$ cat config.mk
export PLATFORM = sky130hd
export DESIGN_NAME = vtt_queue
export DESIGN_NICKNAME = d
export VERILOG_FILES = /design/src/rtl/core/vtt_pkg.sv /design/src/rtl/core/vtt_queue.sv
export SDC_FILE = /design/constraint.sdc
export NUM_CORES = 1
export LEC_CHECK = 0
export ABC_AREA = 1
export ABC_CLOCK_PERIOD_IN_PS = 1200
export BUFFER_PORTS_ARGS = -buffer_cell sky130_fd_sc_hd__buf_2
export CORE_MARGIN = 2
export CORE_UTILIZATION = 51
export CTS_CLUSTER_DIAMETER = 50
export DETAILED_ROUTE_END_ITERATION = 10
export HOLD_SLACK_MARGIN = 0.15
export PLACE_DENSITY = 0.74
export SETUP_SLACK_MARGIN = 0.15
export SKIP_LAST_GASP = 1
export SYNTH_ARGS = -nofsm -noshare
export SYNTH_HDL_FRONTEND = slang
export SYNTH_SLANG_ARGS = --single-unit
export TNS_END_PERCENT = 5
$ cat constraint.sdc
create_clock -name clk -period 1.2 [get_ports clk]
set_input_delay 0.12 -clock clk [delete_from_list [all_inputs] [get_ports clk]]
set_output_delay 0.12 -clock clk [all_outputs]
set_load 0.005 [all_outputs]
$ cat src/rtl/core/vtt_pkg.sv
// shared types, constants, tables and hash helpers of the voxel truchet tile generator
package vtt_pkg;

  // configuration port
  localparam int ADDR_W = 5;
  localparam int DATA_W = 32;

  typedef enum logic [2:0] {
    REG_CAM_POS_X   = 3'd0,
    REG_CAM_POS_Y   = 3'd1,
    REG_CAM_POS_Z   = 3'd2,
    REG_VIEW_AXIS_X = 3'd3,
    REG_VIEW_AXIS_Y = 3'd4,
    REG_VIEW_AXIS_Z = 3'd5
  } vtt_reg_t;

  localparam int CELL_W = 16;
  localparam int AXIS_W = 14;
  localparam int KIND_W = 3;
  localparam int ARC_W  = 4;
  localparam int SLOT_W = 2;
  localparam int COL_W  = 3;
  localparam int TEX_W  = 6;

  localparam logic [SLOT_W-1:0] ARC_LAST = 2'd2;

  localparam logic signed [AXIS_W-1:0] VIEW_AXIS_Z_RST = 14'sd4096;

  localparam int QUEUE_DEPTH = 4;

  // hash constants
  localparam logic [31:0] MIX_XOR = 32'd61;
  localparam logic [31:0] MIX_MUL = 32'h27d4eb2d;

  typedef struct packed {
    logic signed [31:0]       cam_x;
    logic signed [31:0]       cam_y;
    logic signed [31:0]       cam_z;
    logic signed [AXIS_W-1:0] axis_x;
    logic signed [AXIS_W-1:0] axis_y;
    logic signed [AXIS_W-1:0] axis_z;
  } vtt_cfg_t;

  // one visible cell waiting for arc expansion
  typedef struct packed {
    logic [KIND_W-1:0] kind;
    logic [COL_W-1:0]  col0;   // colour of cell z
    logic [COL_W-1:0]  col1;   // colour of cell z plus one
  } vtt_entry_t;

  typedef enum logic [1:0] {
    PLANE_X = 2'd0,
    PLANE_Y = 2'd1,
    PLANE_Z = 2'd2
  } vtt_plane_t;

  typedef struct packed {
    vtt_plane_t plane_from;
    logic       off_from;
    vtt_plane_t plane_to;
    logic       off_to;
  } vtt_link_t;

  localparam logic [ARC_W-1:0] TILE_ARCS [8][3] = '{
    '{4'd0, 4'd6, 4'd11}, '{4'd0, 4'd7, 4'd10}, '{4'd1, 4'd7, 4'd8},
    '{4'd1, 4'd4, 4'd11}, '{4'd2, 4'd4, 4'd9},  '{4'd2, 4'd5, 4'd8},
    '{4'd3, 4'd5, 4'd10}, '{4'd3, 4'd6, 4'd9}
  };

  localparam vtt_link_t LINKS [12] = '{
    '{PLANE_Y, 1'b1, PLANE_X, 1'b1}, '{PLANE_X, 1'b0, PLANE_Y, 1'b1},
    '{PLANE_Y, 1'b0, PLANE_X, 1'b0}, '{PLANE_X, 1'b1, PLANE_Y, 1'b0},
    '{PLANE_Z, 1'b0, PLANE_X, 1'b1}, '{PLANE_Z, 1'b0, PLANE_Y, 1'b1},
    '{PLANE_Z, 1'b0, PLANE_X, 1'b0}, '{PLANE_Z, 1'b0, PLANE_Y, 1'b0},
    '{PLANE_Z, 1'b1, PLANE_X, 1'b1}, '{PLANE_Z, 1'b1, PLANE_Y, 1'b1},
    '{PLANE_Z, 1'b1, PLANE_X, 1'b0}, '{PLANE_Z, 1'b1, PLANE_Y, 1'b0}
  };

  // hash round up to the multiply
  function automatic logic [31:0] mix_pre(input logic [31:0] v);
    logic [31:0] t;
    t = v ^ (v >> 16);
    t = t ^ MIX_XOR;
    t = t + (t << 3);
    t = t ^ (t >> 4);
    return t;
  endfunction

  // hash round after the multiply
  function automatic logic [31:0] mix_post(input logic [31:0] v);
    return v ^ (v >> 15);
  endfunction

endpackage

$ cat src/rtl/core/vtt_queue.sv
// short register queue between front and back
module vtt_queue #(
  parameter int DEPTH = 4
) (
  input  logic                clk,
  input  logic                rst,
  input  logic                push,
  input  vtt_pkg::vtt_entry_t push_entry,
  input  logic                pop,
  output vtt_pkg::vtt_entry_t head,
  output logic                full,
  output logic                empty
);
  import vtt_pkg::*;

  localparam int PTR_W = (DEPTH > 1) ? $clog2(DEPTH) : 1;
  localparam int CNT_W = $clog2(DEPTH + 1);

  vtt_entry_t        slots [DEPTH];
  logic [PTR_W-1:0]  wr_ptr, rd_ptr;
  logic [CNT_W-1:0]  count;

  assign full  = (count == CNT_W'(DEPTH));
  assign empty = (count == '0);
  assign head  = slots[rd_ptr];

  always_ff @(posedge clk) begin
    if (rst) begin
      wr_ptr <= '0;
      rd_ptr <= '0;
      count  <= '0;
    end else begin
      if (push) begin
        wr_ptr <= (wr_ptr == PTR_W'(DEPTH - 1)) ? '0 : wr_ptr + PTR_W'(1);
      end
      if (pop) begin
        rd_ptr <= (rd_ptr == PTR_W'(DEPTH - 1)) ? '0 : rd_ptr + PTR_W'(1);
      end
      if (push && !pop) begin
        count <= count + CNT_W'(1);
      end else if (pop && !push) begin
        count <= count - CNT_W'(1);
      end
    end
  end

  always_ff @(posedge clk) begin
    if (push) begin
      slots[wr_ptr] <= push_entry;
    end
  end

  a_no_push_full: assert property (@(posedge clk) disable iff (rst) push |-> !full)
    else $error("queue pushed while full");
  a_no_pop_empty: assert property (@(posedge clk) disable iff (rst) pop |-> !empty)
    else $error("queue popped while empty");
  a_count_range: assert property (@(posedge clk) disable iff (rst)
    count <= CNT_W'(DEPTH))
    else $error("queue count beyond depth");

endmodule

==> flow_metrics.tcl <==
set metrics [dict create \
    drtIter0Drc 71 \
    worstPathMaxFanout 9 \
    mostFrequentLayoutCells "edfxtp_1, buf_2, nor2_2, inv_1, dlygate4sd3_1" \
    detail_route.first_pass.iterations 4 \
    drv_slew 0 \
    path_class "reg2out" \
    dr.max_layer_used "met4" \
    grt_first_pass_wirelength_um 5690 \
    arrival_ps 1270 \
    grt_pass1_vias 1236 \
    post_cts_buffers 0 \
    place.gp.congestion 0.841 \
    drv_cap 0 \
    final_common_cell "edfxtp_1" \
    syn_avg_cell_area_sq_um 13.1 \
    antenna_found_initial 0 \
    ys_seq_elements 45 \
    layout.nets 213 \
    row_count 22 \
    gr-total-overflow 0 \
    cts_inserted_buffers 5 \
    holdCritPathClass "in2reg" \
    synth_fa_ha_area_share_pct 5.01 \
    ioPinCount 24 \
    initial_utilization_pct 52.6 \
    crit_required_ps 1080 \
    grt_max_degree 19 \
    finalHoldViolations 0 \
    cts_buffer_depth 2 \
    ant_nets 0 \
    clock_sinks 45 \
    setup_slack_ps -194 \
    route.detailed.drc 0 \
    synth_cells 145 \
    htree_levels 2 \
    fp.coreArea_sq_um 3610 \
    violations "negative setup slack" \
    tightest_slew_ps 339 \
    cp-start-kind "flop" \
    slew_headroom_pct 77.4 \
    avgRoutedWirePerCell_um 14.8 \
    synth_compound_area_share_pct 12.7 \
    wl_met2_um 1830 \
    rsz0062_at_grt "true" \
    outcome "finished with violations" \
    end_kind "output port" \
    fill_cells 251 \
    yosysTopAreaCellShare_pct 57.0 \
    yosysWarnings 0 \
    fp.dieH_um 65.0 \
    routed_via_density 5.15 \
    vias 1247 \
    cts_root_buf "clkbuf_8" \
    grt.total_usage_pct 19.1 \
    synthMuxAreaShare_pct 0 \
    fin_tns_setup_ps -1880 \
    ff2ff_setup_slack_ps -40 \
    synth_top_family_by_area "compound AO/OA/AOI/OAI gates" \
    die-area_sq_um 4220 \
    max-vdd-ir-drop_mv 0.851 \
    final_core_util_pct 67.6 \
    diodes 0 \
    cellPowerDensity_nw_per_um2 1340 \
    syn2layout_area_growth_pct 28.6 \
    synth-seq-area-share_pct 66.5 \
    yosysUniqueCellTypes 20 \
    synthSimpleGateAreaFrac_pct 9.56 \
    p_leak_nw 0.963 \
    skew_ps 3.39 \
    drt-total-wl_um 3590 \
    layout-drive-gt1-share_pct 41.2 \
    wl_met1_um 1460 \
    synthTopCellsByArea "edfxtp_1, dfxtp_1, o22ai_2, o21ai_0, ha_1" \
    cts_tree "yes" \
    port_buffers 23 \
    multiInputGateArea_sq_um 571 \
    fp.dieW_um 65.0 \
    dp.final_hpwl_um 2350 \
    min_period_over_period_pct 116 \
    setup_viol 18 \
    synth_xor_area_share_pct 0.462 \
    fmaxAchievable_mhz 718 \
    yosysTopAreaCell "edfxtp_1" \
    clkTransAtPathRegs_ps 80 \
    final-seq-area_sq_um 1260 \
    min_period_ps 1390 \
    clk_latency_ps 300 \
    netlist_area_sq_um 1900 \
    synth_nets 165 \
    wl_met3_um 183 \
]
## sequential cells by signal (all words and copies together) (netlist names), named ones only
signal	count
count	3
rd_ptr	2
slots	36
wr_ptr	2
## critical path: stages, from the launching register on
cell and delay (ps):
dfxtp_2 350, bufbuf_16 280, nor2_2 130, o22ai_2 90, buf_2 130
## power breakdown
part | leakage, nW | switching, mW | internal [mW]
sequential | 0.406 | 0.0507 | 1.77
combinational | 0.511 | 0.279 | 0.269
clock | 0.0455 | 0.497 | 0.402
## routing by layer
layer / track usage, % / vias up
li1: - / 608
met2: 31.8 / 32
met1: 21.3 / 597
met4: 9.31 / 0
met5: 0 / -
met3: 7.47 / 10
## per-stage QoR
stage	setup slack (ps)	area [sq um]	instances	hold slack [ps]	power, mW
CTS	-202	2430	242	183	3.29
detailed placement	-121	2150	221	340	2.32
floorplan	98.9	1900	145	185	2.12
global placement	-45.6	2150	221	334	2.29
global route	-245	2440	242	230	3.41
finish	-194	2440	242	193	3.27
## area by class of cell
type,count,area share (%)
Multi-Input combinational cell,81,23.4
Clock buffer,5,2.82
Inverter,16,3.23
Sequential cell,45,51.9
Clock inverter,3,0.718
Tap cell,48,2.46
Timing Repair Buffer,44,15.5
## kinds of logic after synthesis
kind of cell | count (synthesis)
AND/OR/NAND/NOR | 40
adder cells (fa/ha/maj) | 7
buffers and inverters | 19
flip-flops | 45
XOR/XNOR | 1
AO/OA/AOI/OAI | 33
## synth_stat cells
master    count
o21ai_2       2
xor2_1        1
a21oi_1       3
buf_6         2
nand4_1       1
inv_2         1
nor2_1       17
buf_12        1
dfxtp_1       9
nor3_1        4
inv_1        14
o22ai_2       9
nor2_2        9
edfxtp_1     36
fa_1          1
ha_1          6
o21ai_0      19
inv_8         1
nand2_1       8
nand3_1       1
## path summary, 6_finish.rpt
path | start | end | cells after the start
max | flop | head[3] | 4
min | pop | flop | 4
max reg2reg | wr_ptr[0]$_SDFFE_PP0P_ | slots[3][1]$_DFFE_PP_ | 4
min reg2reg | count[1]$_SDFFE_PP0P_ | count[1]$_SDFFE_PP0P_ | 2
## repair_timing
item / 4_1_cts / 5_1_grt
resized for setup: 24 / 5
cloned: 1 / 0
hold buffers: 12 / 0
hold endpoints to repair: 42 / 0
pin swaps: 0 / 0
endpoints found under the setup margin: 51 / 53
(Power assumes the default switching activity.)
