--- src/rtl/core/vtt_pkg.sv ---
// shared types, constants, tables and hash helpers of the voxel truchet tile generator
package vtt_pkg;

  // configuration port
  localparam int ADDR_W = 5;
  localparam int DATA_W = 32;

  typedef enum logic [2:0] {
    REG_CAM_POS_X   = 3'd0,
    REG_CAM_POS_Y   = 3'd1,
    REG_CAM_POS_Z   = 3'd2,
    REG_VIEW_AXIS_X = 3'd3,
    REG_VIEW_AXIS_Y = 3'd4,
    REG_VIEW_AXIS_Z = 3'd5
  } vtt_reg_t;

  localparam int CELL_W = 16;
  localparam int AXIS_W = 14;
  localparam int KIND_W = 3;
  localparam int ARC_W  = 4;
  localparam int SLOT_W = 2;
  localparam int COL_W  = 3;
  localparam int TEX_W  = 6;

  localparam logic [SLOT_W-1:0] ARC_LAST = 2'd2;

  localparam logic signed [AXIS_W-1:0] VIEW_AXIS_Z_RST = 14'sd4096;

  localparam int QUEUE_DEPTH = 4;

  // hash constants
  localparam logic [31:0] MIX_XOR = 32'd61;
  localparam logic [31:0] MIX_MUL = 32'h27d4eb2d;

  typedef struct packed {
    logic signed [31:0]       cam_x;
    logic signed [31:0]       cam_y;
    logic signed [31:0]       cam_z;
    logic signed [AXIS_W-1:0] axis_x;
    logic signed [AXIS_W-1:0] axis_y;
    logic signed [AXIS_W-1:0] axis_z;
  } vtt_cfg_t;

  // one visible cell waiting for arc expansion
  typedef struct packed {
    logic [KIND_W-1:0] kind;
    logic [COL_W-1:0]  col0;   // colour of cell z
    logic [COL_W-1:0]  col1;   // colour of cell z plus one
  } vtt_entry_t;

  typedef enum logic [1:0] {
    PLANE_X = 2'd0,
    PLANE_Y = 2'd1,
    PLANE_Z = 2'd2
  } vtt_plane_t;

  typedef struct packed {
    vtt_plane_t plane_from;
    logic       off_from;
    vtt_plane_t plane_to;
    logic       off_to;
  } vtt_link_t;

  localparam logic [ARC_W-1:0] TILE_ARCS [8][3] = '{
    '{4'd0, 4'd6, 4'd11}, '{4'd0, 4'd7, 4'd10}, '{4'd1, 4'd7, 4'd8},
    '{4'd1, 4'd4, 4'd11}, '{4'd2, 4'd4, 4'd9},  '{4'd2, 4'd5, 4'd8},
    '{4'd3, 4'd5, 4'd10}, '{4'd3, 4'd6, 4'd9}
  };

  localparam vtt_link_t LINKS [12] = '{
    '{PLANE_Y, 1'b1, PLANE_X, 1'b1}, '{PLANE_X, 1'b0, PLANE_Y, 1'b1},
    '{PLANE_Y, 1'b0, PLANE_X, 1'b0}, '{PLANE_X, 1'b1, PLANE_Y, 1'b0},
    '{PLANE_Z, 1'b0, PLANE_X, 1'b1}, '{PLANE_Z, 1'b0, PLANE_Y, 1'b1},
    '{PLANE_Z, 1'b0, PLANE_X, 1'b0}, '{PLANE_Z, 1'b0, PLANE_Y, 1'b0},
    '{PLANE_Z, 1'b1, PLANE_X, 1'b1}, '{PLANE_Z, 1'b1, PLANE_Y, 1'b1},
    '{PLANE_Z, 1'b1, PLANE_X, 1'b0}, '{PLANE_Z, 1'b1, PLANE_Y, 1'b0}
  };

  // hash round up to the multiply
  function automatic logic [31:0] mix_pre(input logic [31:0] v);
    logic [31:0] t;
    t = v ^ (v >> 16);
    t = t ^ MIX_XOR;
    t = t + (t << 3);
    t = t ^ (t >> 4);
    return t;
  endfunction

  // hash round after the multiply
  function automatic logic [31:0] mix_post(input logic [31:0] v);
    return v ^ (v >> 15);
  endfunction

endpackage

--- src/rtl/core/vtt_back.sv ---
// back end: expands each queued cell into three arc requests
module vtt_back #(
  parameter int COLOUR_COUNT = 6
) (
  input  logic                             clk,
  input  logic                             rst,
  input  vtt_pkg::vtt_entry_t              head,
  input  logic                             empty,
  output logic                             pop,
  output logic                             out_valid,
  input  logic                             out_stall,
  output logic [vtt_pkg::KIND_W-1:0]       tile_kind,
  output logic [vtt_pkg::SLOT_W-1:0]       arc_slot,
  output logic [vtt_pkg::ARC_W-1:0]        arc_kind,
  output logic [vtt_pkg::COL_W-1:0]        colour_from,
  output logic [vtt_pkg::COL_W-1:0]        colour_to,
  output logic [vtt_pkg::TEX_W-1:0]        texture_slot,
  output logic                             last_arc
);
  import vtt_pkg::*;

  logic              load;
  logic [SLOT_W-1:0] arc_cnt;
  logic [ARC_W-1:0]  arc;
  vtt_link_t         link;
  logic [COL_W-1:0]  cf, ct;

  assign load = !out_valid || !out_stall;
  assign pop  = load && !empty && (arc_cnt == ARC_LAST);

  assign arc  = TILE_ARCS[head.kind][arc_cnt];
  assign link = LINKS[arc];
  assign cf   = (link.plane_from == PLANE_Z && link.off_from) ? head.col1 : head.col0;
  assign ct   = (link.plane_to == PLANE_Z && link.off_to) ? head.col1 : head.col0;

  always_ff @(posedge clk) begin
    if (rst) begin
      out_valid <= 1'b0;
      arc_cnt   <= '0;
    end else if (load) begin
      out_valid <= !empty;
      if (!empty) begin
        arc_cnt <= (arc_cnt == ARC_LAST) ? '0 : arc_cnt + SLOT_W'(1);
      end
    end
  end

  always_ff @(posedge clk) begin
    if (load && !empty) begin
      tile_kind    <= head.kind;
      arc_slot     <= arc_cnt;
      arc_kind     <= arc;
      colour_from  <= cf;
      colour_to    <= ct;
      texture_slot <= TEX_W'(32'(cf) * COLOUR_COUNT + 32'(ct));
      last_arc     <= (arc_cnt == ARC_LAST);
    end
  end

  a_last_flag: assert property (@(posedge clk) disable iff (rst)
    out_valid |-> (last_arc == (arc_slot == ARC_LAST)))
    else $error("last arc flag out of step with slot");
  a_arc_follows: assert property (@(posedge clk) disable iff (rst)
    out_valid && !out_stall && !last_arc |=>
      out_valid && arc_slot == $past(arc_slot) + SLOT_W'(1)
      && tile_kind == $past(tile_kind))
    else $error("arc sequence of a cell broken");
  a_slot_range: assert property (@(posedge clk) disable iff (rst)
    out_valid |-> arc_slot != 2'd3)
    else $error("arc slot out of range");

endmodule

--- config.mk ---
export PLATFORM = sky130hd
export DESIGN_NAME = vtt_back
export DESIGN_NICKNAME = d
export VERILOG_FILES = /design/src/rtl/core/vtt_pkg.sv /design/src/rtl/core/vtt_back.sv
export SDC_FILE = /design/constraint.sdc
export NUM_CORES = 1
export LEC_CHECK = 0
export BUFFER_PORTS_ARGS = -buffer_cell sky130_fd_sc_hd__clkbuf_2
export CAP_MARGIN = 10
export CORE_ASPECT_RATIO = 0.75
export CORE_MARGIN = 3
export CORE_UTILIZATION = 48
export CTS_CLUSTER_SIZE = 24
export DETAILED_ROUTE_END_ITERATION = 12
export PLACE_DENSITY_LB_ADDON = 0.1
export SLEW_MARGIN = 25
export SYNTH_ARGS = -nofsm -noshare
export SYNTH_HDL_FRONTEND = slang
export SYNTH_SLANG_ARGS = --single-unit
--- constraint.sdc ---
create_clock -name clk -period 3.1 [get_ports clk]
set_input_delay 0.62 -clock clk [delete_from_list [all_inputs] [get_ports clk]]
set_output_delay 0.62 -clock clk [all_outputs]
set_load 0.05 [all_outputs]
==> results.cfg, run 1 <==
[global_routing]
grt_max_degree = 23
grt_pass1_vias = 523
grt.overflow.total = 0
grt_pass1_wl_um = 2546
grt_use_total = 0.1283
antenna_found_initial = 0

[job]
max_cap_violations = 0

[timing]
slew_violations = 0
fin_crit_sh = 0.8299
setup_viol = 0
slew_headroom = 0.7787
skew_ns = 0.001738
fin_crit_ns = 2.573
rsz0062_at_grt = no
hold_viol = 0
worst_pin_slew_ns = 0.3227
setup_tns_ns = 0
clock.fmax_ghz = 0.3887

[finish]
fill_cells = 172
regArea_sq_um = 660.6
n_antenna_cell = 0
syn_to_final_growth_pct = 21.68
nNetsFinal = 135
fin_area_sq_um = 1306
multi_input_area_sq_um = 375.4
final_util = 0.6320
layout-drive-gt1-share = 0.3909

[synth]
synth_top_cell_by_area = edfxtp_1
synth.area.top_cells = edfxtp_1, ha_1, dfxtp_1
ys_seq_area_frac = 0.6154
ys_top_cells_by_count = edfxtp_1, ha_1, inv_1
synth-seq-cells = 23
synth_top_area_frac = 0.5594
synth_cell_type_count = 20
synth_area_sq_um = 1074
ys_warn_count = 0
postSynthCellCount = 71
synth_ff_type = edfxtp_1
synth_nets = 95
synth-edff-count = 20
async_flop_share = 0
yosysMostFrequentCell = edfxtp_1
avgSynthCellArea_sq_um = 15.12

[clocking]
clock_latency_ns = 0.30
clock_sinks = 23
post_cts_buffers = 0
cts.clk_slew.worst_paths_ns = 0.12
hold_buffers = 0
numCtsBuffers = 3
cts-resized-gates = 0
cts_tree = done
clockBufferDepth = 2
cts-root-buf = clkbuf_4
h-tree-depth = 1

[floorplan]
io_pins = 37
start_util = 0.5194
core_area_sq_um = 2067
die_h_um = 46.96
die_area_sq_um = 2846
die_x_um = 60.61
rows = 14

[routing]
wire_per_inst_um = 12.58
vias_per_cell = 4.694
detailroute.via_count = 629
drtIter0Drc = 9
firstDrtPassIters = 4
routed_wirelength_um = 1686
ant_nets = 0
drcViolationCount = 0

[place]
gp_congestion = 0.7819
portBuffers = 36
placed_area_sq_um = 1280
hpwl_um = 1265

[worst_setup_path]
rr_worst_depth = 9
start_kind = flip-flop
end_kind = flip-flop
slowest_stage = dfxtp_1
crit_top_cell = inv_1
critPathMaxStageDelay_ns = 0.51
critPathKind = reg -> reg
worstPathRequired_ns = 3.16
crit_path_max_fanout = 8
arrival_ns = 2.63
path_cells = nand2b_4 -> inv_1 -> mux2i_1 -> inv_1 -> ha_1 -> inv_1 -> fa_1 -> nor2_1 -> xor3_1

[power]
vdd_drop_max_mv = 0.2319
power_density_nw_per_um2 = 549.2
p_total_uw = 717.3
leakage_nw = 0.5956

[worst_hold_path]
whs_path_depth = 2
min_path_type = in -> reg

[outcome]
status = finished clean
## final timing paths
path / slack, ns / endpoint / start
min reg2reg: 0.50 / out_valid / out_valid
max: 0.53 / texture_slot[4] / arc_cnt[1]
max reg2reg: 0.53 / texture_slot[4] / arc_cnt[1]
min: 0.49 / out_valid / rst
## flip-flops by register name, indices dropped and copies added (netlist names)
register      flops
tile_kind         3
colour_from       3
arc_cnt           2
out_valid         1
arc_kind          4
colour_to         3
texture_slot      5
arc_slot          2
## metal layers
metal  global-route usage  part of all wire
met1               0.2032              0.54
met2               0.1471              0.36
met3              0.04670             0.088
met4              0.06494            0.0077
met5                    0                 0
## cells in the final DEF (no fill, tap or decap)
cell type	n
o221ai_1	1
mux2i_1	4
nand2_1	5
clkbuf_1	1
xor3_1	1
nor2b_1	2
edfxtp_1	20
nor2_1	4
dfxtp_1	3
ha_1	9
o2bb2ai_1	1
fa_1	2
xnor2_1	2
and2_1	1
o31a_1	1
clkbuf_4	3
inv_1	7
o21a_1	1
a21oi_2	1
mux2i_4	1
clkbuf_2	36
a21oi_1	2
buf_4	1
nand2b_4	1
## critical path, delay by kind of cell (launching register included)
family	cells	cell delay (ns)
XOR/XNOR	1	0.23
adder cells (fa/ha/maj)	2	0.66
buffers and inverters	3	0.31
flip-flops	1	0.51
multiplexers	1	0.35
AND/OR/NAND/NOR	2	0.27
## power by group
group	internal, mW	total (mW)	switching [mW]	leakage [nW]
clock	0.0501	0.133	0.0833	0.0150
sequential	0.371	0.382	0.0110	0.220
combinational	0.0582	0.202	0.144	0.361
total	0.479	0.717	0.238	0.596
## cell families after synthesis
| family | synth area share |
|---|---|
| DFF | 0.6154 |
| and+or+nand+nor | 0.06177 |
| adders and majority gates | 0.1422 |
| buffers and inverters | 0.03846 |
| AOI/OAI and AO/OA | 0.04546 |
| muxes | 0.05828 |
| xor gates and xnor gates | 0.03846 |
## stage by stage
stage | cells | hold slack (ns) | setup WS, ns
floorplan | 71 | 0.5307 | 0.08709
global placement | 130 | 0.4656 | 0.6182
detailed placement | 130 | 0.4813 | 0.5264
CTS | 134 | 0.4846 | 0.5070
global route | 134 | 0.4836 | 0.3231
finish | 134 | 0.4915 | 0.5273
## final cells by class
cell class	count	area share
inverter	7	0.02011
tap	24	0.02299
clock buffer	4	0.02011
sequential	23	0.5057
multi-input combinational	39	0.2874
timing repair buffer	37	0.1437
(Power assumes the default switching activity.)
==> inputs of run 2 (changes only) <==
Settings changed: ABC_AREA from default to 1, CORE_UTILIZATION 48 to 44.
Clock period 3.1 ns to 2.1 ns, I/O delays scaled along.
==> results.cfg, run 2 <==
[finish]
top_register = texture_slot
n_antenna_cell = 0
syn_to_final_growth_pct = 27.98
top_regs = texture_slot x5, arc_kind x4
nNetsFinal = 165
fin_area_sq_um = 1425
layout-drive-gt1-share = 0.4143
final_common_cell = clkbuf_2
layout_common_cells = clkbuf_2, edfxtp_1, inv_1
largest_reg_flops = 5

[clocking]
cts-root-buf = clkbuf_4
clock_latency_ns = 0.31
cts.clk_slew.worst_paths_ns = 0.12
cts-resized-gates = 0
cts_tree = done
numCtsBuffers = 3
clock_sinks = 23
h-tree-depth = 1
clockBufferDepth = 2
hold_buffers = 0
post_cts_buffers = 0

[routing]
routed_wirelength_um = 1918
top_layer = met4
vias_per_cell = 4.460
drtIter0Drc = 23
ant_nets = 0
wire_per_inst_um = 11.02
detailroute.via_count = 776
wl_met3_um = 171
met2_wirelength_um = 751
firstDrtPassIters = 4
drcViolationCount = 0
drt-met1-wl_um = 986

[place]
portBuffers = 36
gp_congestion = 0.7575
hpwl_um = 1472
placed_area_sq_um = 1384

[synth]
synth_nets = 119
avgSynthCellArea_sq_um = 11.72
postSynthCellCount = 95
synth_ff_type = edfxtp_1
ys_top_cells_by_count = edfxtp_1, inv_1, nand2_1
synth-edff-count = 20
ys_seq_area_frac = 0.5933
ys_warn_count = 0
synth_area_sq_um = 1114
synth_cell_type_count = 20
async_flop_share = 0
synth.area.top_cells = edfxtp_1, ha_1, dfxtp_1
synth-seq-cells = 23
synth_top_area_frac = 0.5393
synth_top_cell_by_area = edfxtp_1
yosysMostFrequentCell = edfxtp_1

[worst_setup_path]
rr_worst_depth = 11
r2r-start = arc_cnt[0]
r2r-end = texture_slot[4]
critPathMaxStageDelay_ns = 0.45
critPathKind = reg -> reg
slowest_stage = fa_1
start_kind = flip-flop
rrSetupSlack_ns = 0.15
cp_top_family = adder cells
crit_path_max_fanout = 5
crit_start = arc_cnt[0]
worstPathRequired_ns = 2.18
end_kind = flip-flop
path_cells = inv_2 -> nand2_4 -> nand2_1 -> o21ai_4 -> ha_1 -> inv_1 -> fa_1 -> a21oi_2 -> inv_1 -> nand3_1 -> nand2_1
path_buf_inv = 3
arrival_ns = 2.04

[timing]
setup_viol = 0
fin_crit_sh = 0.9295
rsz0062_at_grt = no
slew_violations = 0
worst_pin_slew_ns = 0.2899
fin_crit_ns = 1.952
slew_headroom = 0.8075
skew_ns = 0.003879
clock.fmax_ghz = 0.5123
hold_viol = 0

[worst_hold_path]
min_path_type = in -> reg
holdPathEnd = out_valid
holdCritStartpoint = rst
whs_path_depth = 2

[power]
p_total_mw = 1.127
vdd_drop_max_mv = 0.4672
power_density_nw_per_um2 = 791.0
leakage_nw = 0.6812

[global_routing]
grt_pass1_vias = 721
grt_use_total = 0.1347
grt_max_degree = 24
antenna_found_initial = 0
grt_pass1_wl_um = 3215
grt.overflow.total = 0

[floorplan]
core_area_sq_um = 2346
rows = 15
io_pins = 37
die_area_sq_um = 3177
start_util = 0.4747
die_h_um = 49.57
die_x_um = 64.09

[outcome]
status = finished clean

[job]
max_cap_violations = 0
## run 2: changes by cell type after synthesis, moves of 2 or more
cell,delta
nand3_1,+8
nand2_1,+6
o21ai_0,+3
inv_1,+8
nor2b_1,-2
o21ai_1,+2
nor2_1,+2
nand2_2,+2
mux2i_1,-4
## run 2: final cells by class
type	instances	area, sq um
Timing Repair Buffer	43	232.7
Inverter	16	60.06
Fill cell	193	920.9
Clock buffer	3	22.52
Clock inverter	1	5.005
Tap cell	34	42.54
Sequential cell	23	663.1
Multi-Input combinational cell	54	399.1
## run 2: how the worst max path moves through the flow
| stage | to | cells past startpoint | slack (ns) |
|---|---|---|---|
| floorplan | pop | 3 | 0.08 |
| global placement | texture_slot[4] | 10 | 0.05 |
| detailed placement | texture_slot[4] | 10 | -0.01 |
| CTS | texture_slot[4] | 9 | 0.06 |
| global route | texture_slot[4] | 11 | 0.002 |
| finish | texture_slot[4] | 11 | 0.15 |
## run 2: metal layers
layer	GRT usage	up-vias
met5	0	-
met4	0.03158	0
met3	0.06150	2
met2	0.2024	32
met1	0.1778	337
li1	-	405
## run 2: per-stage QoR
stage / cells / setup TNS (ns) / hold WS (ns) / worst slack (ns) / utilization
global route: 174 / 0 / 0.2804 / 0.001867 / 0.6075
global placement: 170 / 0 / 0.4845 / 0.04662 / 0.5899
CTS: 174 / 0 / 0.2656 / 0.06434 / 0.6016
floorplan: 95 / 0 / 0.4865 / 0.08420 / -
detailed placement: 170 / -0.01497 / 0.5205 / -0.01497 / 0.5899
finish: 174 / 0 / 0.2736 / 0.1481 / 0.6075
## run 2: cell families (layout without fill, tap and decap cells)
family | count (synthesis) | after routing | synth area share
AND/OR/NAND/NOR | 29 | 29 | 0.1191
flip-flops | 23 | 23 | 0.5933
buffers and inverters | 18 | 63 | 0.06740
AO/OA/AOI/OAI | 12 | 12 | 0.06741
adder cells (fa/ha/maj) | 11 | 11 | 0.1371
XOR/XNOR | 2 | 2 | 0.01573
## run 2: power by group
part	internal, mW	switching (mW)	total, mW	leakage (nW)
logic	0.101	0.259	0.360	0.443
clock network	0.0711	0.130	0.202	0.0177
registers	0.553	0.0131	0.566	0.221
## run 2: worst reg2reg max path: cells and delay by family (launching register included)
family          cells  cell delay (ns)
flops               1             0.34
simple gates        4             0.29
buf+inv             3             0.18
compound gates      2             0.24
fa+ha+maj           2             0.66
