===== config.mk =====
export PLATFORM = sky130hd
export DESIGN_NAME = vtt_regs
export DESIGN_NICKNAME = d
export VERILOG_FILES = /design/src/rtl/core/vtt_pkg.sv /design/src/rtl/core/vtt_regs.sv
export SDC_FILE = /design/constraint.sdc
export NUM_CORES = 1
export LEC_CHECK = 0
export ABC_AREA = 1
export ABC_CLOCK_PERIOD_IN_PS = 1320
export BUFFER_PORTS_ARGS = -buffer_cell sky130_fd_sc_hd__buf_2
export CAP_MARGIN = 20
export CORE_MARGIN = 4
export CORE_UTILIZATION = 52
export CTS_CLUSTER_DIAMETER = 50
export CTS_CLUSTER_SIZE = 24
export DETAILED_ROUTE_END_ITERATION = 8
export PLACE_DENSITY = 0.8
export SKIP_LAST_GASP = 1
export SLEW_MARGIN = 20
export SYNTH_ARGS = -nofsm -noshare
export SYNTH_HDL_FRONTEND = slang
export SYNTH_SLANG_ARGS = --single-unit

===== constraint.sdc =====
create_clock -name clk -period 1.32 [get_ports clk]
set_input_delay 0.198 -clock clk [delete_from_list [all_inputs] [get_ports clk]]
set_output_delay 0.198 -clock clk [all_outputs]
set_load 0.02 [all_outputs]

===== src/rtl/core/vtt_pkg.sv =====
// shared types, constants, tables and hash helpers of the voxel truchet tile generator
package vtt_pkg;

  // configuration port
  localparam int ADDR_W = 5;
  localparam int DATA_W = 32;

  typedef enum logic [2:0] {
    REG_CAM_POS_X   = 3'd0,
    REG_CAM_POS_Y   = 3'd1,
    REG_CAM_POS_Z   = 3'd2,
    REG_VIEW_AXIS_X = 3'd3,
    REG_VIEW_AXIS_Y = 3'd4,
    REG_VIEW_AXIS_Z = 3'd5
  } vtt_reg_t;

  localparam int CELL_W = 16;
  localparam int AXIS_W = 14;
  localparam int KIND_W = 3;
  localparam int ARC_W  = 4;
  localparam int SLOT_W = 2;
  localparam int COL_W  = 3;
  localparam int TEX_W  = 6;

  localparam logic [SLOT_W-1:0] ARC_LAST = 2'd2;

  localparam logic signed [AXIS_W-1:0] VIEW_AXIS_Z_RST = 14'sd4096;

  localparam int QUEUE_DEPTH = 4;

  // hash constants
  localparam logic [31:0] MIX_XOR = 32'd61;
  localparam logic [31:0] MIX_MUL = 32'h27d4eb2d;

  typedef struct packed {
    logic signed [31:0]       cam_x;
    logic signed [31:0]       cam_y;
    logic signed [31:0]       cam_z;
    logic signed [AXIS_W-1:0] axis_x;
    logic signed [AXIS_W-1:0] axis_y;
    logic signed [AXIS_W-1:0] axis_z;
  } vtt_cfg_t;

  // one visible cell waiting for arc expansion
  typedef struct packed {
    logic [KIND_W-1:0] kind;
    logic [COL_W-1:0]  col0;   // colour of cell z
    logic [COL_W-1:0]  col1;   // colour of cell z plus one
  } vtt_entry_t;

  typedef enum logic [1:0] {
    PLANE_X = 2'd0,
    PLANE_Y = 2'd1,
    PLANE_Z = 2'd2
  } vtt_plane_t;

  typedef struct packed {
    vtt_plane_t plane_from;
    logic       off_from;
    vtt_plane_t plane_to;
    logic       off_to;
  } vtt_link_t;

  localparam logic [ARC_W-1:0] TILE_ARCS [8][3] = '{
    '{4'd0, 4'd6, 4'd11}, '{4'd0, 4'd7, 4'd10}, '{4'd1, 4'd7, 4'd8},
    '{4'd1, 4'd4, 4'd11}, '{4'd2, 4'd4, 4'd9},  '{4'd2, 4'd5, 4'd8},
    '{4'd3, 4'd5, 4'd10}, '{4'd3, 4'd6, 4'd9}
  };

  localparam vtt_link_t LINKS [12] = '{
    '{PLANE_Y, 1'b1, PLANE_X, 1'b1}, '{PLANE_X, 1'b0, PLANE_Y, 1'b1},
    '{PLANE_Y, 1'b0, PLANE_X, 1'b0}, '{PLANE_X, 1'b1, PLANE_Y, 1'b0},
    '{PLANE_Z, 1'b0, PLANE_X, 1'b1}, '{PLANE_Z, 1'b0, PLANE_Y, 1'b1},
    '{PLANE_Z, 1'b0, PLANE_X, 1'b0}, '{PLANE_Z, 1'b0, PLANE_Y, 1'b0},
    '{PLANE_Z, 1'b1, PLANE_X, 1'b1}, '{PLANE_Z, 1'b1, PLANE_Y, 1'b1},
    '{PLANE_Z, 1'b1, PLANE_X, 1'b0}, '{PLANE_Z, 1'b1, PLANE_Y, 1'b0}
  };

  // hash round up to the multiply
  function automatic logic [31:0] mix_pre(input logic [31:0] v);
    logic [31:0] t;
    t = v ^ (v >> 16);
    t = t ^ MIX_XOR;
    t = t + (t << 3);
    t = t ^ (t >> 4);
    return t;
  endfunction

  // hash round after the multiply
  function automatic logic [31:0] mix_post(input logic [31:0] v);
    return v ^ (v >> 15);
  endfunction

endpackage


===== src/rtl/core/vtt_regs.sv =====
// apb register file holding camera position and view axis
module vtt_regs (
  input  logic                      clk,
  input  logic                      rst,
  input  logic                      psel,
  input  logic                      penable,
  input  logic                      pwrite,
  input  logic [vtt_pkg::ADDR_W-1:0] paddr,
  input  logic [vtt_pkg::DATA_W-1:0] pwdata,
  output logic [vtt_pkg::DATA_W-1:0] prdata,
  output logic                      pready,
  output vtt_pkg::vtt_cfg_t         cfg
);
  import vtt_pkg::*;

  logic     wr_en;
  vtt_reg_t idx;

  assign pready = 1'b1;
  assign wr_en  = psel && penable && pwrite;
  assign idx    = vtt_reg_t'(paddr[ADDR_W-1:2]);

  always_ff @(posedge clk) begin
    if (rst) begin
      cfg.cam_x  <= '0;
      cfg.cam_y  <= '0;
      cfg.cam_z  <= '0;
      cfg.axis_x <= '0;
      cfg.axis_y <= '0;
      cfg.axis_z <= VIEW_AXIS_Z_RST;
    end else if (wr_en) begin
      unique case (idx)
        REG_CAM_POS_X:   cfg.cam_x  <= pwdata;
        REG_CAM_POS_Y:   cfg.cam_y  <= pwdata;
        REG_CAM_POS_Z:   cfg.cam_z  <= pwdata;
        REG_VIEW_AXIS_X: cfg.axis_x <= pwdata[AXIS_W-1:0];
        REG_VIEW_AXIS_Y: cfg.axis_y <= pwdata[AXIS_W-1:0];
        REG_VIEW_AXIS_Z: cfg.axis_z <= pwdata[AXIS_W-1:0];
        default: ;
      endcase
    end
  end

  always_comb begin
    unique case (idx)
      REG_CAM_POS_X:   prdata = cfg.cam_x;
      REG_CAM_POS_Y:   prdata = cfg.cam_y;
      REG_CAM_POS_Z:   prdata = cfg.cam_z;
      REG_VIEW_AXIS_X: prdata = DATA_W'(cfg.axis_x);
      REG_VIEW_AXIS_Y: prdata = DATA_W'(cfg.axis_y);
      REG_VIEW_AXIS_Z: prdata = DATA_W'(cfg.axis_z);
      default:         prdata = '0;
    endcase
  end

endmodule


==> impl_metrics.yaml, run 1 <==
status:
  status: "finished, violations left"
  violations: "negative setup slack"
logic_synthesis:
  synthesis.nets: 1196
  async_flop_share: 0
  synth_edf_count: 0
  ys_ff_latch: 138
  yosysUniqueCellTypes: 21
  netlist_top_cells_area: "dfxtp_1 (39%), nor2_1 (18%), nand2_1 (16%)"
  yosysWarnings: 0
  seq_area_frac_synth: 0.3870
  yosysTopAreaCellShare: 0.3870
  syn_avg_cell_area_sq_um: 6.187
  syn_area_sq_um: 7139
  ys_top_cells_by_count: "nor2_1 (339), nand2_1 (308), dfxtp_1 (138)"
  synthFlopType: "dfxtp_1"
  yosysMostFrequentCell: "nor2_1"
  synth_top_area_cell: "dfxtp_1"
  synth_cells: 1154
sta:
  fin_skew_ns: 0
  rsz0062_at_grt: "true"
  setup_viol: 33
  hold_viol_final: 0
  tns_ns: -8.144
  setup_slack_ns: -0.3527
  drv_slew: 0
  period_needed_ns: 1.673
  period_share: 1.267
  max_freq_ghz: 0.5978
final_layout:
  largestRegisters: "cfg (138)"
  largest_register: "cfg"
  seqCellArea_sq_um: 2821
  area_delta_synth_final_pct: 41.82
  final_area_sq_um: 10120
  multi_input_area_sq_um: 3841
  drive_gt1_frac: 0.3402
  largest_register_ffs: 138
  fillers: 1012
  diodes: 0
  layout.nets: 1447
power_and_ir_drop:
  peakVddDrop_mv: 0.8229
  power_frac_clock: 0.470
  power.density_nw_per_um2: 1020
  leakagePower_uw: 0.005193
  p_int_uw: 7777
  power_frac_comb: 0.117
  power_frac_seq: 0.413
  swShare: 0.2468
  p_switching_uw: 2548
worst_setup_path:
  path_cells: "nand4_1 > nand2_2 > buf_12 > nor2_1 > nand2_2 > buf_2"
  crit_top_cell: "nand2_2"
  rr_startpoint: "cfg[53]$_SDFFE_PP0P_"
  end_kind: "output port"
  r2r_end: "cfg[53]$_SDFFE_PP0P_"
  critPathMaxFanout: 19
  critical_path_class: "register to output port"
  ff2ff_path_depth: 4
  worstPathArrival_ns: 1.47
  ff2ff_setup_slack_ns: 0.46
  crit_required_ns: 1.12
  slowest_delay_ns: 0.35
  start_kind: "register"
  cpMaxStageDelayCell: "dfxtp_2"
cts:
  ctsHtreeMaxLevel: 4
  clk_pin_slew_ns: 0.06
  clock_sinks: 138
  clock_path_buffers: 2
  tritoncts: "yes"
  root_buffer: "clkbuf_16"
  clock_latency_ns: 0.42
  cts_buffers: 17
global_route:
  grt-ovfl-total: 0
  grt_pass1_vias: 7848
  grt.total_usage: 0.3152
  grt_max_degree: 67
  grt_pass1_wl_um: 39920
  antenna_found_initial: 0
hold_path:
  worst_hold_path_type: "input port to register"
  holdPathEnd: "cfg[133]$_SDFFE_PP0P_"
  worstHoldStart: "pwdata[27]"
  hold_depth: 5
floorplan:
  ios: 213
  rows: 42
  coreArea_sq_um: 13350
  start_util: 0.5349
  dieWidth_um: 125.2
  die_h_um: 125.2
  design.die.area_sq_um: 15670
placement:
  post-dp-hpwl_um: 16220
  gp_congestion: 0.9088
  post_dp_cell_area_sq_um: 8785
  place_ws_ns: -0.2479
  portBuffers: 209
drt:
  drt_iter0_drc: 981
  dr.pass1.iters: 6
  wire_per_inst_um: 16.17
  num_vias: 8611
  antenna_left: 0
  wl_um: 25760
  drc: 0
  vias_per_cell: 5.406
run:
  cap_violations: 0
worst max-delay path, delay by kind of cell (launching register included):
kind / cells / cell delay (ns)
flip-flops: 1 / 0.35
AND/OR/NAND/NOR: 4 / 0.37
buffers and inverters: 2 / 0.31
worst max-delay path by stage:
| stage | from | cells after the start | slack [ns] | end |
|---|---|---|---|---|
| finish | cfg[13]$_SDFFE_PP0P_ | 6 | -0.35 | prdata[19] |
| global route | cfg[13]$_SDFFE_PP0P_ | 6 | -0.42 | prdata[14] |
| CTS | cfg[13]$_SDFFE_PP0P_ | 6 | -0.32 | prdata[19] |
| detailed placement | paddr[4] | 8 | -0.25 | prdata[18] |
| global placement | paddr[4] | 8 | -0.21 | prdata[26] |
| floorplan | paddr[4] | 8 | 0.001 | prdata[26] |
what timing repair did:
item | 4_1_cts | 5_1_grt
hold buffers | 1 | 0
cloned | 5 | 0
buffers inserted | 29 | 6
resized for setup | 90 | 41
hold endpoints to repair | 1 | 0
setup endpoints to repair | 32 | 32
pin swaps | 42 | 33
per-layer routing:
metal / GRT usage / wire, um / vias up
li1: - / - / 4093
met1: 0.4117 / 10220 / 3891
met2: 0.4989 / 11930 / 520
met3: 0.06482 / 2494 / 107
met4: 0.1537 / 1107 / 0
met5: 0 / 0 / -
metrics by stage:
| stage | total power [uW] | hold slack [ns] | utilization | cells |
|---|---|---|---|---|
| floorplan | 4981 | 0.3242 | - | 1154 |
| global placement | 5381 | 0.4293 | 0.6581 | 1522 |
| detailed placement | 5397 | 0.4308 | 0.6581 | 1522 |
| CTS | 10300 | 0.1117 | 0.7494 | 1588 |
| global route | 10630 | 0.1445 | 0.7585 | 1593 |
| finish | 10320 | 0.1230 | 0.7585 | 1593 |
cell type report:
class / count / share of cell area
multi-input combinational: 853 / 0.3794
sequential: 138 / 0.2787
timing repair buffer: 315 / 0.2306
clock buffer: 23 / 0.04721
inverter: 80 / 0.03077
tap: 176 / 0.02175
clock inverter: 8 / 0.01162
logic make-up after synthesis:
logic type,count (synthesis),synth area share
and+or+nand+nor,851,0.5063
buffers and inverters,163,0.1055
DFF,138,0.3870
AOI/OAI and AO/OA,1,0.0007003
other,1,0.0005253
power by group through the flow:
stage,Sequential (uW),Clock [uW],Combinational (uW)
6_report,4270,4850,1210
5_1_grt,4270,5070,1290
4_1_cts,4260,4870,1160
3_5_place_dp,4350,0,1040
3_3_place_gp,4350,0,1030
2_1_floorplan,4410,0,568
layout by cell type, fill, tap and decap left out, drive strengths merged:
| cell type | count |
|---|---|
| dlygate4sd3 | 1 |
| inv | 79 |
| nand3 | 130 |
| nor2 | 350 |
| clkinv | 5 |
| o21ai | 1 |
| bufinv | 3 |
| nand2 | 311 |
| nand4 | 60 |
| conb | 1 |
| clkbuf | 24 |
| clkinvlp | 1 |
| bufbuf | 4 |
| dfxtp | 138 |
| buf | 309 |
(Power assumes the default switching activity.)
==> run 2: changes to the inputs <==
--- a/config.mk
+++ b/config.mk
@@ -5,12 +5,11 @@
 export SDC_FILE = /design/constraint.sdc
 export NUM_CORES = 1
 export LEC_CHECK = 0
-export ABC_AREA = 1
 export ABC_CLOCK_PERIOD_IN_PS = 1320
 export BUFFER_PORTS_ARGS = -buffer_cell sky130_fd_sc_hd__buf_2
 export CAP_MARGIN = 20
 export CORE_MARGIN = 4
-export CORE_UTILIZATION = 52
+export CORE_UTILIZATION = 51
 export CTS_CLUSTER_DIAMETER = 50
 export CTS_CLUSTER_SIZE = 24
 export DETAILED_ROUTE_END_ITERATION = 8
==> run 2 against run 1 <==
The flow still finishes with violations (negative setup slack); final area is 5.8% lower; synthesized cell count is 41% lower; worst hold slack worse by 0.079 ns; register-to-register slack better by 0.09 ns; sequential power is 0.9% lower; clock skew stayed put; first-iteration DRC count is 45% lower.
==> impl_metrics.yaml, run 2 <==
cts:
  clock_latency_ns: 0.42
  cts_buffers: 17
  clock_path_buffers: 2
  ctsHtreeMaxLevel: 4
  root_buffer: "clkbuf_16"
  clock_sinks: 138
  clk_pin_slew_ns: 0.06
  cts_hold_buffers: 0
  tritoncts: "yes"
placement:
  gp_congestion: 0.8930
  placed_cells: 1055
  post-dp-hpwl_um: 14970
  portBuffers: 209
  post_dp_cell_area_sq_um: 8579
floorplan:
  die_h_um: 122.3
  start_util: 0.5238
  coreArea_sq_um: 12720
  design.die.area_sq_um: 14960
  ios: 213
  dieWidth_um: 122.3
  rows: 41
worst_setup_path:
  critPathMaxFanout: 15
  end_kind: "output port"
  start_kind: "register"
  crit_required_ns: 1.12
  worstPathArrival_ns: 1.78
  critical_path_class: "register to output port"
sta:
  drv_slew: 0
  setup_slack_ns: -0.6571
  period_share: 1.498
  period_needed_ns: 1.977
  fin_skew_ns: 0
  hold_viol_final: 0
  rsz0062_at_grt: "true"
  holdWs_ns: 0.04375
  max_freq_ghz: 0.5058
  setup_viol: 32
logic_synthesis:
  seq_area_frac_synth: 0.4146
  yosysTopAreaCellShare: 0.4146
  synthFlopType: "dfxtp_1"
  yosysWarnings: 0
  synthesis.nets: 720
  yosysUniqueCellTypes: 31
  ys_top_cells_by_count: "nand2b_1 (145), dfxtp_1 (138), mux2i_1 (137)"
  yosysMostFrequentCell: "nand2b_1"
  synth_top_area_cell: "dfxtp_1"
  synth_edf_count: 0
  ys_ff_latch: 138
  async_flop_share: 0
  syn_avg_cell_area_sq_um: 9.829
  netlist_top_cells_area: "dfxtp_1 (41%), mux2i_1 (21%), nand2b_1 (14%)"
  syn_area_sq_um: 6664
  synth_cells: 678
final_layout:
  final_area_sq_um: 9537
  drive_gt1_frac: 0.4538
  largest_register_ffs: 138
  area_delta_synth_final_pct: 43.11
  layout.nets: 959
  largest_register: "cfg"
  diodes: 0
  final_cell_mix: "buf_2 (197), nand2b_1 (143), mux2i_1 (128)"
  final_cells: 1102
  layout_commonest_cell: "buf_2"
  largestRegisters: "cfg (138)"
drt:
  wire_per_inst_um: 19.59
  wl_um: 21590
  drc: 0
  wl_met2_um: 10700
  wl_met3_um: 1661
  vias_per_cell: 5.715
  dr.pass1.iters: 6
  m1WireLength_um: 8767
  antenna_left: 0
  num_vias: 6298
  top_layer: "met5"
  drt_iter0_drc: 542
status:
  violations: "negative setup slack"
  status: "finished, violations left"
global_route:
  grt_pass1_wl_um: 32990
  grt_pass1_vias: 6256
  grt.total_usage: 0.2815
  grt_max_degree: 94
  grt-ovfl-total: 0
  antenna_found_initial: 2
power_and_ir_drop:
  peakVddDrop_mv: 0.8337
  power.density_nw_per_um2: 1084
  leakagePower_uw: 0.004567
run:
  cap_violations: 0
hold_path:
  worst_hold_path_type: "input port to register"
==> run 2: final cells by class <==
cell class              instances  area (sq um)
clock buffers                  20         446.7
clock inverters                12         196.4
fillers                       905          3186
inverters                       1         3.754
multi-input cells             477          4023
flip-flops and latches        138          2793
well taps                     172         215.2
repair buffers                282          1859
==> run 2: routing by layer <==
| layer | track usage | vias up |
|---|---|---|
| met3 | 0.07281 | 49 |
| met1 | 0.3404 | 3085 |
| met4 | 0.09517 | 4 |
| li1 | - | 2873 |
| met5 | 0 | - |
| met2 | 0.4864 | 287 |
==> run 2: per-stage QoR <==
| stage | util | setup WS [ns] | power [uW] | setup TNS, ns |
|---|---|---|---|---|
| 5_1_grt | 0.7496 | -0.7320 | 10640 | -17.63 |
| 4_1_cts | 0.7380 | -0.6749 | 10340 | -16.42 |
| 2_1_floorplan | - | -0.1506 | 4867 | -3.176 |
| 3_5_place_dp | 0.6744 | -0.2846 | 5179 | -26.63 |
| 6_report | 0.7496 | -0.6571 | 10340 | -15.83 |
| 3_3_place_gp | 0.6744 | -0.2586 | 5157 | -24.50 |
==> run 2: worst paths after layout <==
path,from,to,depth (start not counted),slack [ns]
hold / removal,pwdata[7],cfg[7]$_SDFFE_PP0P_,3,0.04
setup reg to reg,cfg[11]$_SDFFE_PP0P_,cfg[11]$_SDFFE_PP0P_,2,0.55
hold reg to reg,cfg[43]$_SDFFE_PP0P_,cfg[43]$_SDFFE_PP0P_,2,0.49
setup / recovery,cfg[27]$_SDFFE_PP0P_,prdata[21],5,-0.66
==> run 2: report_power, final <==
| part | leakage, uW | total, uW | internal, uW | switching, uW |
|---|---|---|---|---|
| sequential | 0.00112 | 4230 | 4200 | 27.5 |
| combinational | 0.00314 | 924 | 387 | 537 |
| clock | 0.000306 | 5190 | 3390 | 1800 |
==> run 2: kinds of logic (layout without fill, tap and decap cells) <==
kind of cell           Yosys count  count (layout)  synth area share
other                            1               1         0.0005627
buffers and inverters           63             315           0.04994
DFF                            138             138            0.4146
muxes                          160             160            0.2446
and+or+nand+nor                210             210            0.1859
AOI/OAI and AO/OA              106             106            0.1044
==> run 2: timing repair <==
item                       4_1_cts  5_1_grt
cloned                           0        0
pin swaps                        6        7
setup buffers                   12        3
gates resized for setup         28       36
setup endpoints to repair       33       32
==> run 2: worst max-delay path: stages, from the launching register on <==
cell and delay, ns:
dfxtp_2 0.32, mux2_4 0.28, a32oi_4 0.23, buf_12 0.21, o221ai_1 0.14, buf_2 0.18
